File: src/design/tatc_pkg.sv
// ----------------------------------------------------------------------------
// tatc_pkg
// Shared constants, the resistance table and the stage types of the NTC
// thermistor sample-to-temperature pipeline.
// ----------------------------------------------------------------------------
`default_nettype none

package tatc_pkg;

   // table size and resistance format
   localparam int TABLE_ENTRIES  = 54;
   localparam int FRAC_BITS      = 12;
   localparam int STORED_ENTRIES = 54;
   localparam int NUM_ENTRIES    = (TABLE_ENTRIES < STORED_ENTRIES) ?
                                   TABLE_ENTRIES : STORED_ENTRIES;
   localparam int NUM_INTERVALS  = NUM_ENTRIES - 1;
   localparam int IDX_W          = (NUM_INTERVALS > 1) ? $clog2(NUM_INTERVALS) : 1;

   // converter and divider
   localparam int              ADC_W        = 12;
   localparam logic [ADC_W-1:0] ADC_FULL    = {ADC_W{1'b1}};
   localparam int              DIVIDER_KOHM = 10;
   // 10 * 4094 fits in 16 bits, so the dividend carries 4 extra integer bits
   localparam int              NUM_W        = ADC_W + 4 + FRAC_BITS;
   localparam int              DIV_STEPS    = 4;
   localparam int              DIV_STAGES   = (NUM_W + DIV_STEPS - 1) / DIV_STEPS;

   // table entries are below 64 kOhm
   localparam int TAB_W      = 6 + FRAC_BITS;
   localparam int KOHM_E4_W  = 19;
   localparam int NTC_SCALE  = 10000;

   // interpolation
   localparam int TENTHS      = 10;
   localparam int BASE_OFFSET = 10;
   localparam int NUMER_W     = TAB_W + 4;
   localparam int QUO_W       = 4;
   localparam int QUO_IW      = 2;
   localparam int BASE_W      = 11;
   localparam int TEMP_W      = 10;

   // stream widths
   localparam int REQ_DATA_W = 16;
   localparam int RSP_DATA_W = 16;

   // resistance per degree from -10 C, in units of 1e-4 kOhm
   localparam logic [KOHM_E4_W-1:0] NTC_KOHM_E4 [STORED_ENTRIES] = '{
      19'd441201, 19'd421180, 19'd402121, 19'd383988, 19'd366746,
      19'd350362, 19'd334802, 19'd320035, 19'd306028, 19'd292750,
      19'd280170, 19'd268255, 19'd256972, 19'd246290, 19'd236176,
      19'd226597, 19'd217522, 19'd208916, 19'd200749, 19'd192988,
      19'd185600, 19'd184818, 19'd176316, 19'd169917, 19'd162797,
      19'd155350, 19'd147867, 19'd140551, 19'd133536, 19'd126900,
      19'd120684, 19'd114900, 19'd109539, 19'd104582, 19'd100000,
      19'd95762,  19'd91835,  19'd88186,  19'd84784,  19'd81600,
      19'd75785,  19'd73109,  19'd70564,  19'd68133,  19'd65806,
      19'd63570,  19'd61418,  19'd59343,  19'd57340,  19'd55405,
      19'd53534,  19'd51725,  19'd49976,  19'd48286
   };

   typedef logic [TAB_W-1:0] tab_arr_type [NUM_ENTRIES];

   // convert entries to the resistance format, rounding half up
   function automatic tab_arr_type build_table();
      tab_arr_type t;
      longint      v;
      for (int i = 0; i < NUM_ENTRIES; i++) begin
         v    = longint'(NTC_KOHM_E4[i]);
         t[i] = TAB_W'(((v << FRAC_BITS) + NTC_SCALE / 2) / NTC_SCALE);
      end
      return t;
   endfunction

   localparam tab_arr_type NTC_TABLE = build_table();

   // resistance out of the divider
   typedef struct packed {
      logic             bad;
      logic [NUM_W-1:0] r;
   } tatc_res_type;

   // selected interval
   typedef struct packed {
      logic             hit;
      logic [IDX_W-1:0] idx;
      logic [TAB_W-1:0] hi;
      logic [TAB_W-1:0] lo;
      logic [NUM_W-1:0] r;
   } tatc_sel_type;

   // finished result
   typedef struct packed {
      logic [TEMP_W-1:0] temp_tenths;
      logic              valid_res;
   } tatc_out_type;

endpackage

`default_nettype wire

File: src/design/tatc_divider.sv
// ----------------------------------------------------------------------------
// tatc_divider
// Pipelined restoring divider: R = 10*adc*2^FRAC_BITS / (4095 - adc),
// DIV_STEPS quotient bits per stage.
// ----------------------------------------------------------------------------
`default_nettype none

module tatc_divider (
   input  wire logic                        clock,
   input  wire logic                        reset,
   input  wire logic                        adv,
   input  wire logic                        in_vld,
   input  wire logic [tatc_pkg::ADC_W-1:0]  adc_sample,
   output      logic                        out_vld,
   output      tatc_pkg::tatc_res_type      out_res
);
   import tatc_pkg::*;

   typedef struct packed {
      logic             bad;
      logic [ADC_W-1:0] dvs;
      logic [ADC_W-1:0] rem;
      logic [NUM_W-1:0] nq;
   } div_type;

   div_type                div_src;
   div_type                div_in [DIV_STAGES];
   div_type                div_ff [DIV_STAGES];
   logic [DIV_STAGES-1:0]  vld_ff;
   logic [DIV_STAGES-1:0]  vld_in;

   // dividend, divisor and the full-scale flag
   always_comb begin
      div_src.bad = (adc_sample == ADC_FULL);
      div_src.dvs = ADC_FULL - adc_sample;
      div_src.rem = '0;
      div_src.nq  = NUM_W'(NUM_W'(adc_sample) * NUM_W'(DIVIDER_KOHM)) << FRAC_BITS;
   end

   assign vld_in = {vld_ff[DIV_STAGES-2:0], in_vld};

   for (genvar s = 0; s < DIV_STAGES; s++) begin : g_stage
      div_type src;

      if (s == 0) begin : g_first
         assign src = div_src;
      end else begin : g_next
         assign src = div_ff[s-1];
      end

      // shift in DIV_STEPS dividend bits one by one, subtracting the divisor where it fits
      always_comb begin
         div_type          w;
         logic [ADC_W:0]   t;
         logic             fit;
         w = src;
         for (int k = 0; k < DIV_STEPS; k++) begin
            if (s * DIV_STEPS + k < NUM_W) begin
               t     = {w.rem, w.nq[NUM_W-1]};
               fit   = (t >= {1'b0, w.dvs});
               w.rem = fit ? ADC_W'(t - {1'b0, w.dvs}) : t[ADC_W-1:0];
               w.nq  = {w.nq[NUM_W-2:0], fit};
            end
         end
         div_in[s] = w;
      end

      always_ff @(posedge clock) begin
         if (adv) begin
            div_ff[s] <= div_in[s];
         end
      end
   end

   // valid bits travel with the stages
   always_ff @(posedge clock) begin
      if (reset) begin
         vld_ff <= '0;
      end else if (adv) begin
         vld_ff <= vld_in;
      end
   end

   assign out_vld     = vld_ff[DIV_STAGES-1];
   assign out_res.bad = div_ff[DIV_STAGES-1].bad;
   assign out_res.r   = div_ff[DIV_STAGES-1].nq;

endmodule

`default_nettype wire

File: src/design/tatc_search.sv
// ----------------------------------------------------------------------------
// tatc_search
// Compares the resistance with the lower bound of every interval and picks
// the first interval whose lower bound lies at or below it.
// ----------------------------------------------------------------------------
`default_nettype none

module tatc_search (
   input  wire logic                    clock,
   input  wire logic                    reset,
   input  wire logic                    adv,
   input  wire logic                    in_vld,
   input  wire tatc_pkg::tatc_res_type  in_res,
   output      logic                    out_vld,
   output      tatc_pkg::tatc_sel_type  out_sel
);
   import tatc_pkg::*;

   logic [NUM_INTERVALS-1:0] ge_in;
   logic [NUM_INTERVALS-1:0] ge_ff;
   tatc_res_type             res_ff;
   tatc_sel_type             sel_in;
   tatc_sel_type             sel_ff;
   logic [1:0]               vld_ff;

   // lower bound of each interval against the resistance
   always_comb begin
      for (int j = 0; j < NUM_INTERVALS; j++) begin
         ge_in[j] = (in_res.r >= NUM_W'(NTC_TABLE[j+1]));
      end
   end

   // first interval with its lower bound reached, and-or select of its bounds
   always_comb begin
      logic [NUM_INTERVALS-1:0] first;
      first[0] = ge_ff[0];
      for (int j = 1; j < NUM_INTERVALS; j++) begin
         first[j] = ge_ff[j] & ~ge_ff[j-1];
      end
      sel_in.hit = (|ge_ff) & ~res_ff.bad;
      sel_in.r   = res_ff.r;
      sel_in.idx = '0;
      sel_in.hi  = '0;
      sel_in.lo  = '0;
      for (int j = 0; j < NUM_INTERVALS; j++) begin
         sel_in.idx = sel_in.idx | (first[j] ? IDX_W'(j) : '0);
         sel_in.hi  = sel_in.hi  | (first[j] ? NTC_TABLE[j] : '0);
         sel_in.lo  = sel_in.lo  | (first[j] ? NTC_TABLE[j+1] : '0);
      end
   end

   always_ff @(posedge clock) begin
      if (adv) begin
         ge_ff  <= ge_in;
         res_ff <= in_res;
         sel_ff <= sel_in;
      end
   end

   always_ff @(posedge clock) begin
      if (reset) begin
         vld_ff <= '0;
      end else if (adv) begin
         vld_ff <= {vld_ff[0], in_vld};
      end
   end

   assign out_vld = vld_ff[1];
   assign out_sel = sel_ff;

endmodule

`default_nettype wire

File: src/design/tatc_interp.sv
// ----------------------------------------------------------------------------
// tatc_interp
// Linear interpolation inside the selected interval: fraction by a short
// restoring divide over two stages, truncation toward zero, output register.
// ----------------------------------------------------------------------------
`default_nettype none

module tatc_interp (
   input  wire logic                    clock,
   input  wire logic                    reset,
   input  wire logic                    adv,
   input  wire logic                    in_vld,
   input  wire tatc_pkg::tatc_sel_type  in_sel,
   output      logic                    out_vld,
   output      tatc_pkg::tatc_out_type  out_res
);
   import tatc_pkg::*;

   typedef struct packed {
      logic               ok;
      logic [BASE_W-1:0]  base;
      logic [TAB_W-1:0]   den;
      logic [NUMER_W-1:0] rem;
      logic [QUO_W-1:0]   quo;
   } frac_type;

   frac_type     frac3_in, frac3_ff;
   frac_type     frac4_in, frac4_ff;
   frac_type     frac5_in, frac5_ff;
   tatc_out_type out_in,   out_ff;
   logic [3:0]   vld_ff;

   // one restoring step for quotient bit b
   function automatic frac_type frac_step(frac_type f, logic [QUO_IW-1:0] b);
      logic [NUMER_W-1:0] sub;
      sub = NUMER_W'(f.den) << b;
      if (f.den != '0 && f.rem >= sub) begin
         f.rem    = f.rem - sub;
         f.quo[b] = 1'b1;
      end
      return f;
   endfunction

   // range check, numerator 10*(hi-r), denominator hi-lo, whole degrees
   always_comb begin
      logic             rng;
      logic [TAB_W-1:0] diff;
      rng  = in_sel.hit && (in_sel.r <= NUM_W'(in_sel.hi));
      diff = in_sel.hi - in_sel.r[TAB_W-1:0];
      frac3_in.ok   = rng;
      frac3_in.base = BASE_W'(BASE_W'(in_sel.idx) * BASE_W'(TENTHS))
                      - BASE_W'(BASE_OFFSET * TENTHS);
      frac3_in.den  = rng ? (in_sel.hi - in_sel.lo) : '0;
      frac3_in.rem  = rng ? NUMER_W'(NUMER_W'(diff) * NUMER_W'(TENTHS)) : '0;
      frac3_in.quo  = '0;
   end

   // upper two quotient bits, then lower two
   assign frac4_in = frac_step(frac_step(frac3_ff, QUO_IW'(QUO_W - 1)), QUO_IW'(QUO_W - 2));
   assign frac5_in = frac_step(frac_step(frac4_ff, QUO_IW'(QUO_W - 3)), QUO_IW'(QUO_W - 4));

   // below zero a leftover remainder moves the sum one step toward zero
   always_comb begin
      logic [BASE_W-1:0] sum;
      logic              bump;
      bump = frac5_ff.base[BASE_W-1] && (frac5_ff.rem != '0);
      sum  = frac5_ff.base + BASE_W'(frac5_ff.quo) + BASE_W'(bump);
      out_in.temp_tenths = frac5_ff.ok ? sum[TEMP_W-1:0] : '0;
      out_in.valid_res   = frac5_ff.ok;
   end

   always_ff @(posedge clock) begin
      if (adv) begin
         frac3_ff <= frac3_in;
         frac4_ff <= frac4_in;
         frac5_ff <= frac5_in;
         out_ff   <= out_in;
      end
   end

   always_ff @(posedge clock) begin
      if (reset) begin
         vld_ff <= '0;
      end else if (adv) begin
         vld_ff <= {vld_ff[2:0], in_vld};
      end
   end

   assign out_vld = vld_ff[3];
   assign out_res = out_ff;

endmodule

`default_nettype wire

File: src/design/thermistor_adc_to_temperature_core.sv
// ----------------------------------------------------------------------------
// thermistor_adc_to_temperature_core
// NTC thermistor sample to temperature in tenths of a degree, by divider,
// table search and linear interpolation.
//
//   channel  direction  fields (lowest bit up)
//   req_     in         tdata: adc_sample[11:0], zero fill
//   rsp_     out        tdata: temp_tenths[9:0], zero fill; tuser: valid_res
//
// One transaction enters per cycle while the output is not stalled, and each
// gives one result transaction. The divider pipeline resolves 4 quotient bits
// per stage.
// Synchronous reset clears the valid bits only; no clearing pass.
// A stalled output holds every stage; nothing is lost or repeated.
// ----------------------------------------------------------------------------
`default_nettype none

module thermistor_adc_to_temperature_core (
   input  wire logic                                clock,
   input  wire logic                                reset,
   input  wire logic                                req_tvalid,
   output      logic                                req_tready,
   input  wire logic [tatc_pkg::REQ_DATA_W-1:0]     req_tdata,  // adc_sample
   output      logic                                rsp_tvalid,
   input  wire logic                                rsp_tready,
   output      logic [tatc_pkg::RSP_DATA_W-1:0]     rsp_tdata,  // temp_tenths
   output      logic                                rsp_tuser   // valid_res
);
   import tatc_pkg::*;

   logic         adv;
   logic         res_vld;
   tatc_res_type res;
   logic         sel_vld;
   tatc_sel_type sel;
   tatc_out_type out_res;

   // the whole pipeline moves unless the output holds a result not yet taken
   assign adv        = ~rsp_tvalid | rsp_tready;
   assign req_tready = adv;

   tatc_divider u_divider (
      .clock      (clock),
      .reset      (reset),
      .adv        (adv),
      .in_vld     (req_tvalid),
      .adc_sample (req_tdata[ADC_W-1:0]),
      .out_vld    (res_vld),
      .out_res    (res)
   );

   tatc_search u_search (
      .clock   (clock),
      .reset   (reset),
      .adv     (adv),
      .in_vld  (res_vld),
      .in_res  (res),
      .out_vld (sel_vld),
      .out_sel (sel)
   );

   tatc_interp u_interp (
      .clock   (clock),
      .reset   (reset),
      .adv     (adv),
      .in_vld  (sel_vld),
      .in_sel  (sel),
      .out_vld (rsp_tvalid),
      .out_res (out_res)
   );

   // result transaction packing
   assign rsp_tdata = {{(RSP_DATA_W - TEMP_W){1'b0}}, out_res.temp_tenths};
   assign rsp_tuser = out_res.valid_res;

endmodule

`default_nettype wire

File: config.mk
export PLATFORM = sky130hd
export DESIGN_NAME = thermistor_adc_to_temperature_core
export DESIGN_NICKNAME = d
export VERILOG_FILES = /design/src/design/tatc_pkg.sv /design/src/design/tatc_divider.sv /design/src/design/tatc_search.sv /design/src/design/tatc_interp.sv /design/src/design/thermistor_adc_to_temperature_core.sv
export SDC_FILE = /design/constraint.sdc
export NUM_CORES = 2
export LEC_CHECK = 0
export ABC_AREA = 1
export BUFFER_PORTS_ARGS = -buffer_cell sky130_fd_sc_hd__buf_4
export CAP_MARGIN = 40
export CORE_ASPECT_RATIO = 1.4
export CORE_UTILIZATION = 45
export CTS_CLUSTER_SIZE = 28
export DETAILED_ROUTE_END_ITERATION = 10
export PLACE_DENSITY = 0.58
export RECOVER_POWER = 50
export SLEW_MARGIN = 0
export SYNTH_ARGS = -nofsm -noshare
export SYNTH_HDL_FRONTEND = slang
export SYNTH_SLANG_ARGS = --single-unit
File: constraint.sdc
create_clock -name clock -period 46.9 [get_ports clock]
set_input_delay 2.345 -clock clock [delete_from_list [all_inputs] [get_ports clock]]
set_output_delay 2.345 -clock clock [all_outputs]
set_load 0.02 [all_outputs]
-- Word-level counts from Yosys, hierarchy flattened
Memories as Yosys holds them, arrays and structs flattened.
Cells that the tools add are included.
- register bits: 321
- RAM bits: 371
- bits of input ports: 20
- output and inout bits: 19
- logic and storage cells: 624
- memories kept: 1
- memory list (name ; depth ; width ; rd ports ; clocked after Yosys merged registers in ; wr ports ; RTL line ; source):
    u_divider.div_ff ; 7 ; 53 ; 7 ; 0 ; 7 ; tatc_divider.sv:28 ; div_type div_ff [DIV_STAGES];
- add/sub/neg operators: 38
- multiply operators: 3
- $lt $le $gt $ge: 86
- equality and inequality tests: 1
- multiplexer cells: 192
- bitwise logic cells: 263
- reduce and logical (&&, ||, !) cells: 10
- operators by type and width (cell ; number):
    bitwise OR 18 bit ; 104
    2-to-1 mux 17 bit ; 34
    2-to-1 mux 16 bit ; 30
    >= comparator 28 x 17 -> 1 bit, second input constant ; 17
    >= comparator 28 x 16 -> 1 bit, second input constant ; 15
    2-to-1 mux 15 bit ; 27
    >= comparator 28 x 15 -> 1 bit, second input constant ; 14
    >= comparator 13 x 12 -> 1 bit ; 27
    2-to-1 mux 12 bit ; 28
    subtractor 12 bit ; 27
    bitwise OR 6 bit ; 51
    2-to-1 mux 18 bit ; 15
    >= comparator 28 x 18 -> 1 bit, second input constant ; 7
    2-to-1 mux 6 bit ; 21
    2-to-1 mux 5 bit ; 16
    2-to-1 mux 22 bit ; 3
    inverter 1 bit ; 54
    AND 1 bit ; 53
    OR reduction 53 bit ; 1
    nonzero test 18 bit ; 2
    subtractor 18 bit ; 2
    2-to-1 mux 4 bit ; 8
    <= comparator 28 x 18 -> 1 bit ; 1
    2-to-1 mux 23 bit ; 1
    other kinds (24) ; 35

-- Longest topological paths before layout
- word-level depth: 55
- depth in mapped cells: 56
- gate-level depth less buffers: 54

-- Hierarchy
From an unflattened synthesis, not the netlist that was laid out.
- cell total of the unflattened synthesis: 6762
- area, all modules: 51973.6 um^2
- modules (own cells, without submodules) (module ; times used ; cells an instance ; area each (um^2) ; sequential area each (um^2)):
    tatc_divider ; 1 ; 3700 ; 28477.3 ; 8668.3
    tatc_interp ; 1 ; 1792 ; 14076.0 ; 4584.4
    tatc_search ; 1 ; 1261 ; 9364.0 ; 4634.4
    thermistor_adc_to_temperature_core ; 1 ; 9 ; 56.3 ; 0.0

-- Worst setup path before layout
Ideal clock, no wire load.
- path kind: input-to-output
- start point: input port rsp_tready
- end point: output port req_tready
- arrival time: 18665 ps
- required time: 44555 ps
- setup slack: 25890 ps
- stages on the path: 3
- path buffers: 1
- path through: nor2_1 inv_1 clkbuf_1
- word-level cells in the longest chain between the ends: 1
- ends and longest elaborated chain (what ; RTL line ; source):
    from (decl) ; thermistor_adc_to_temperature_core.sv:25 ; input wire logic rsp_tready,
    bitwise OR 1 bit ; thermistor_adc_to_temperature_core.sv:39 ; assign adv = ~rsp_tvalid | rsp_tready;
    to (decl) ; thermistor_adc_to_temperature_core.sv:22 ; output logic req_tready,
No other way between the ends.

==> flow_metrics.env <==
export IMPL_ys_dominant_reg_cell="sky130_fd_sc_hd__edfxtp_1"
export IMPL_failing_checks="capacitance limit, slew limit"
export IMPL_detail_route_iter0_violations=2475
export IMPL_rsz0062_at_grt="no"
export IMPL_cts_repair_timing_setup_buffer_count=0
export IMPL_timing_final_hold_violations=0
export IMPL_ff2ff_setup_slack_ns=37.80
export IMPL_cp_launch_type="input pin"
export IMPL_worst_endpoint_required_ns=47.30
export IMPL_crit_path_top_delay_cell="sky130_fd_sc_hd__nand3_1"
export IMPL_synth_top_cells_by_area="sky130_fd_sc_hd__edfxtp_1 35%, sky130_fd_sc_hd__ha_1 13%, sky130_fd_sc_hd__nand2_1 12%"
export IMPL_clk_latency_ns=0.65
export IMPL_detail_route_drc_violations=0
export IMPL_setup_tns_final_ns=0
export IMPL_path_max_fanout=21
export IMPL_io_pins=39
export IMPL_cp_arrival_ns=11.30
export IMPL_path_clk_slew_ns=0.06
export IMPL_routed_wire_length_mm=155
export IMPL_syn_mean_instance_area_um2=7.91
export IMPL_yosys_cell_types_count=70
export IMPL_measured_slew_at_the_worst_slew_check_pin_ns=4.40
export IMPL_chipWidth_um=283
export IMPL_chipHeight_um=396
export IMPL_fin_crit_ns=10.90
export IMPL_nNetsFinal=6903
export IMPL_yosysTopAreaCell="sky130_fd_sc_hd__edfxtp_1"
export IMPL_vias=42702
export IMPL_setup_violations_final=0
export IMPL_path_class="input pin to flip-flop"
export IMPL_dieArea_um2=112000
export IMPL_post_place_ws_ns=35.75
export IMPL_grt_util_met3_pct=3.01
export IMPL_groute_usage_overall_pct=27.5
export IMPL_synth_top_cell_area_share_pct=35.4
export IMPL_ctsRootBufferMaster="sky130_fd_sc_hd__clkbuf_16"
export IMPL_hp_class="flip-flop to flip-flop"
export IMPL_postCtsResizedCells=0
export IMPL_multi_input_comb_area_um2=28100
export IMPL_post_drt_wl_per_cell_um=19.7
export IMPL_max_clock_freq_mhz=91.7
export IMPL_firstDrtPassIters=5
export IMPL_clock_tree_htree_level_count=3
export IMPL_worst_setup_path_end_kind="flip-flop"
export IMPL_gp_congestion=1.05
export IMPL_dp_cells=7733
export IMPL_final_fill_count=11012
export IMPL_clock_sinks=600
export IMPL_global_route_overflow_total=0
export IMPL_met2_usage_pct=53.9
export IMPL_max_slew_margin_rel_pct=-194
export IMPL_netlist_area_um2=49800
export IMPL_placementRows=144
export IMPL_number_of_enable_type_register_cells_in_the_synthesized_netlist=587
export IMPL_maxSlewViolCount=245
export IMPL_grt_max_degree=163
export IMPL_sequential_cell_area_um2=17900
export IMPL_result_of_the_run="finished, violations left"
export IMPL_min_period_over_period_pct=23.2
export IMPL_core_um2=110000
export IMPL_cts_tree="done"
export IMPL_first_global_vias=42895
export IMPL_grt_antenna_before_repair=0
export IMPL_synth_seq_cells=600
export IMPL_timing_critical_path_slowest_cell_delay_ns=0.58
export IMPL_max_cap_violations=4
export IMPL_avgViaCountPerCell=5.43
export IMPL_layoutNonFillerInstCount=7861
export IMPL_cts_path_max_buffers=3
export IMPL_final_layout_size_suffix_gt1_share_pct=4.06
export IMPL_globalRoute_busiestLayer="met2"
export IMPL_tritoncts_num_buffers=67
export IMPL_placement_cell_area_um2=51600
export IMPL_layout_setup_ws_ns=36.00
export IMPL_post_synth_inst_count=6302
export IMPL_synth_seq_area_share_pct=35.9
export IMPL_grt_pass1_wl_mm=238
export IMPL_synth_async_sr_flop_share_pct=0
export IMPL_numPortBuffers=28
export IMPL_fin_worst_skew_ns=0.0173
export IMPL_groute_layer_met1_usage_pct=27.2
export IMPL_start_util_pct=45.3
export IMPL_post_dp_hpwl_mm=125
export IMPL_post_cts_hold_buffer_count=0
export IMPL_final_cell_area_um2=53700
export IMPL_route_antenna_remaining_nets=0
export IMPL_critical_path_top_cell_by_count="sky130_fd_sc_hd__nand2_1"
export IMPL_yosys_warnings=0
export IMPL_area_growth_pct=7.77
placed cells by master, fill, tap and decap left out, types with 15 or more instances in the layout:
master | synthesis | layout
sky130_fd_sc_hd__xnor2_1 | 145 | 145
sky130_fd_sc_hd__clkbuf_1 | 19 | 42
sky130_fd_sc_hd__ha_1 | 507 | 507
sky130_fd_sc_hd__or2_2 | 19 | 19
sky130_fd_sc_hd__edfxtp_1 | 587 | 587
sky130_fd_sc_hd__fa_1 | 28 | 28
sky130_fd_sc_hd__o21ai_1 | 72 | 72
sky130_fd_sc_hd__o211ai_1 | 19 | 19
sky130_fd_sc_hd__inv_1 | 848 | 847
sky130_fd_sc_hd__a21o_1 | 26 | 26
sky130_fd_sc_hd__o2111ai_1 | 15 | 15
sky130_fd_sc_hd__a211oi_1 | 19 | 19
sky130_fd_sc_hd__nor4_1 | 88 | 88
sky130_fd_sc_hd__o21ai_0 | 304 | 304
sky130_fd_sc_hd__nand4_1 | 102 | 102
sky130_fd_sc_hd__o31ai_1 | 25 | 25
sky130_fd_sc_hd__clkbuf_16 | 0 | 69
sky130_fd_sc_hd__nor2_1 | 497 | 497
sky130_fd_sc_hd__inv_2 | 17 | 17
sky130_fd_sc_hd__nand2_2 | 24 | 21
sky130_fd_sc_hd__nand3_1 | 296 | 299
sky130_fd_sc_hd__o21a_1 | 19 | 19
sky130_fd_sc_hd__nor3_1 | 116 | 116
sky130_fd_sc_hd__nand2_1 | 1545 | 1548
sky130_fd_sc_hd__o21bai_1 | 32 | 32
sky130_fd_sc_hd__a31oi_1 | 37 | 37
sky130_fd_sc_hd__xor2_1 | 202 | 202
sky130_fd_sc_hd__a21oi_1 | 453 | 453
critical path: cells and delay by family:
kind	cells	cell delay, ns
AO/OA/AOI/OAI	7	1.78
buffers and inverters	7	1.09
adder cells (fa/ha/maj)	6	1.95
XOR/XNOR	1	0.16
AND/OR/NAND/NOR	29	3.93
routing by layer:
metal,wire (um),vias to the layer above
li1,-,21549
met1,55900,19708
met2,82800,1004
met3,5170,441
met4,10700,0
met5,0,-
layout make-up:
class                      count  area share, %
tap                         1460           3.40
inverter                     875           6.14
multi-input combinational   4750           52.3
timing repair buffer          54          0.636
clock buffer                  79           3.29
antenna                        1        0.00466
clock inverter                42          0.941
sequential                   600           33.3
state kept, by name (all words and copies together), names as in the netlist:
| signal | count |
|---|---|
| u_interp.frac3_ff | 50 |
| u_divider.vld_ff | 7 |
| u_search.out_sel | 71 |
| u_interp.frac4_ff | 52 |
| u_interp.vld_ff | 4 |
| u_search.res_ff | 29 |
| u_divider.div_ff | 284 |
| u_interp.out_res | 11 |
| u_search.vld_ff | 2 |
| u_search.ge_ff | 53 |
| u_interp.frac5_ff | 37 |
synth_stat cells (all sizes together), types with 28 or more instances:
master	instances
edfxtp	587
nor4	88
inv	869
fa	28
ha	507
nor2	511
xor2	202
buf	63
a31oi	37
nand2	1572
a21oi	467
o21bai	32
nor3	118
nand4	104
nand3	318
o21ai	387
xnor2	145
per-stage QoR:
step           hold WS (ns)  utilization (%)
6_report              0.413             48.9
5_1_grt               0.418             48.9
4_1_cts               0.411             49.0
3_5_place_dp          0.405             46.9
3_3_place_gp          0.401             46.8
2_1_floorplan         0.400                -
cell families after synthesis:
group / count (synthesis) / share of synthesized area [%]
adders and majority gates: 535 / 13.9
xor gates and xnor gates: 347 / 6.10
DFF: 600 / 35.9
and+or+nand+nor: 2768 / 23.9
AOI/OAI and AO/OA: 1094 / 12.5
other: 1 / 0.00753
buffers and inverters: 957 / 7.73
worst paths after layout:
kind / start / to / cells after the start
worst max-delay path: req_tdata[6] / u_divider.div_ff[0][37]$_DFFE_PP_ / 50
worst min-delay path: u_search.res_ff[15]$_DFFE_PP_ / u_search.out_sel[15]$_DFFE_PP_ / 0
worst max register to register: u_divider.div_ff[0][42]$_DFFE_PP_ / u_divider.div_ff[1][39]$_DFFE_PP_ / 40
worst min register to register: u_search.res_ff[15]$_DFFE_PP_ / u_search.out_sel[15]$_DFFE_PP_ / 0
Power is left out: the tool's default activity adds up to more than one toggle a clock period on the data nets, which glitch-free logic cannot reach.
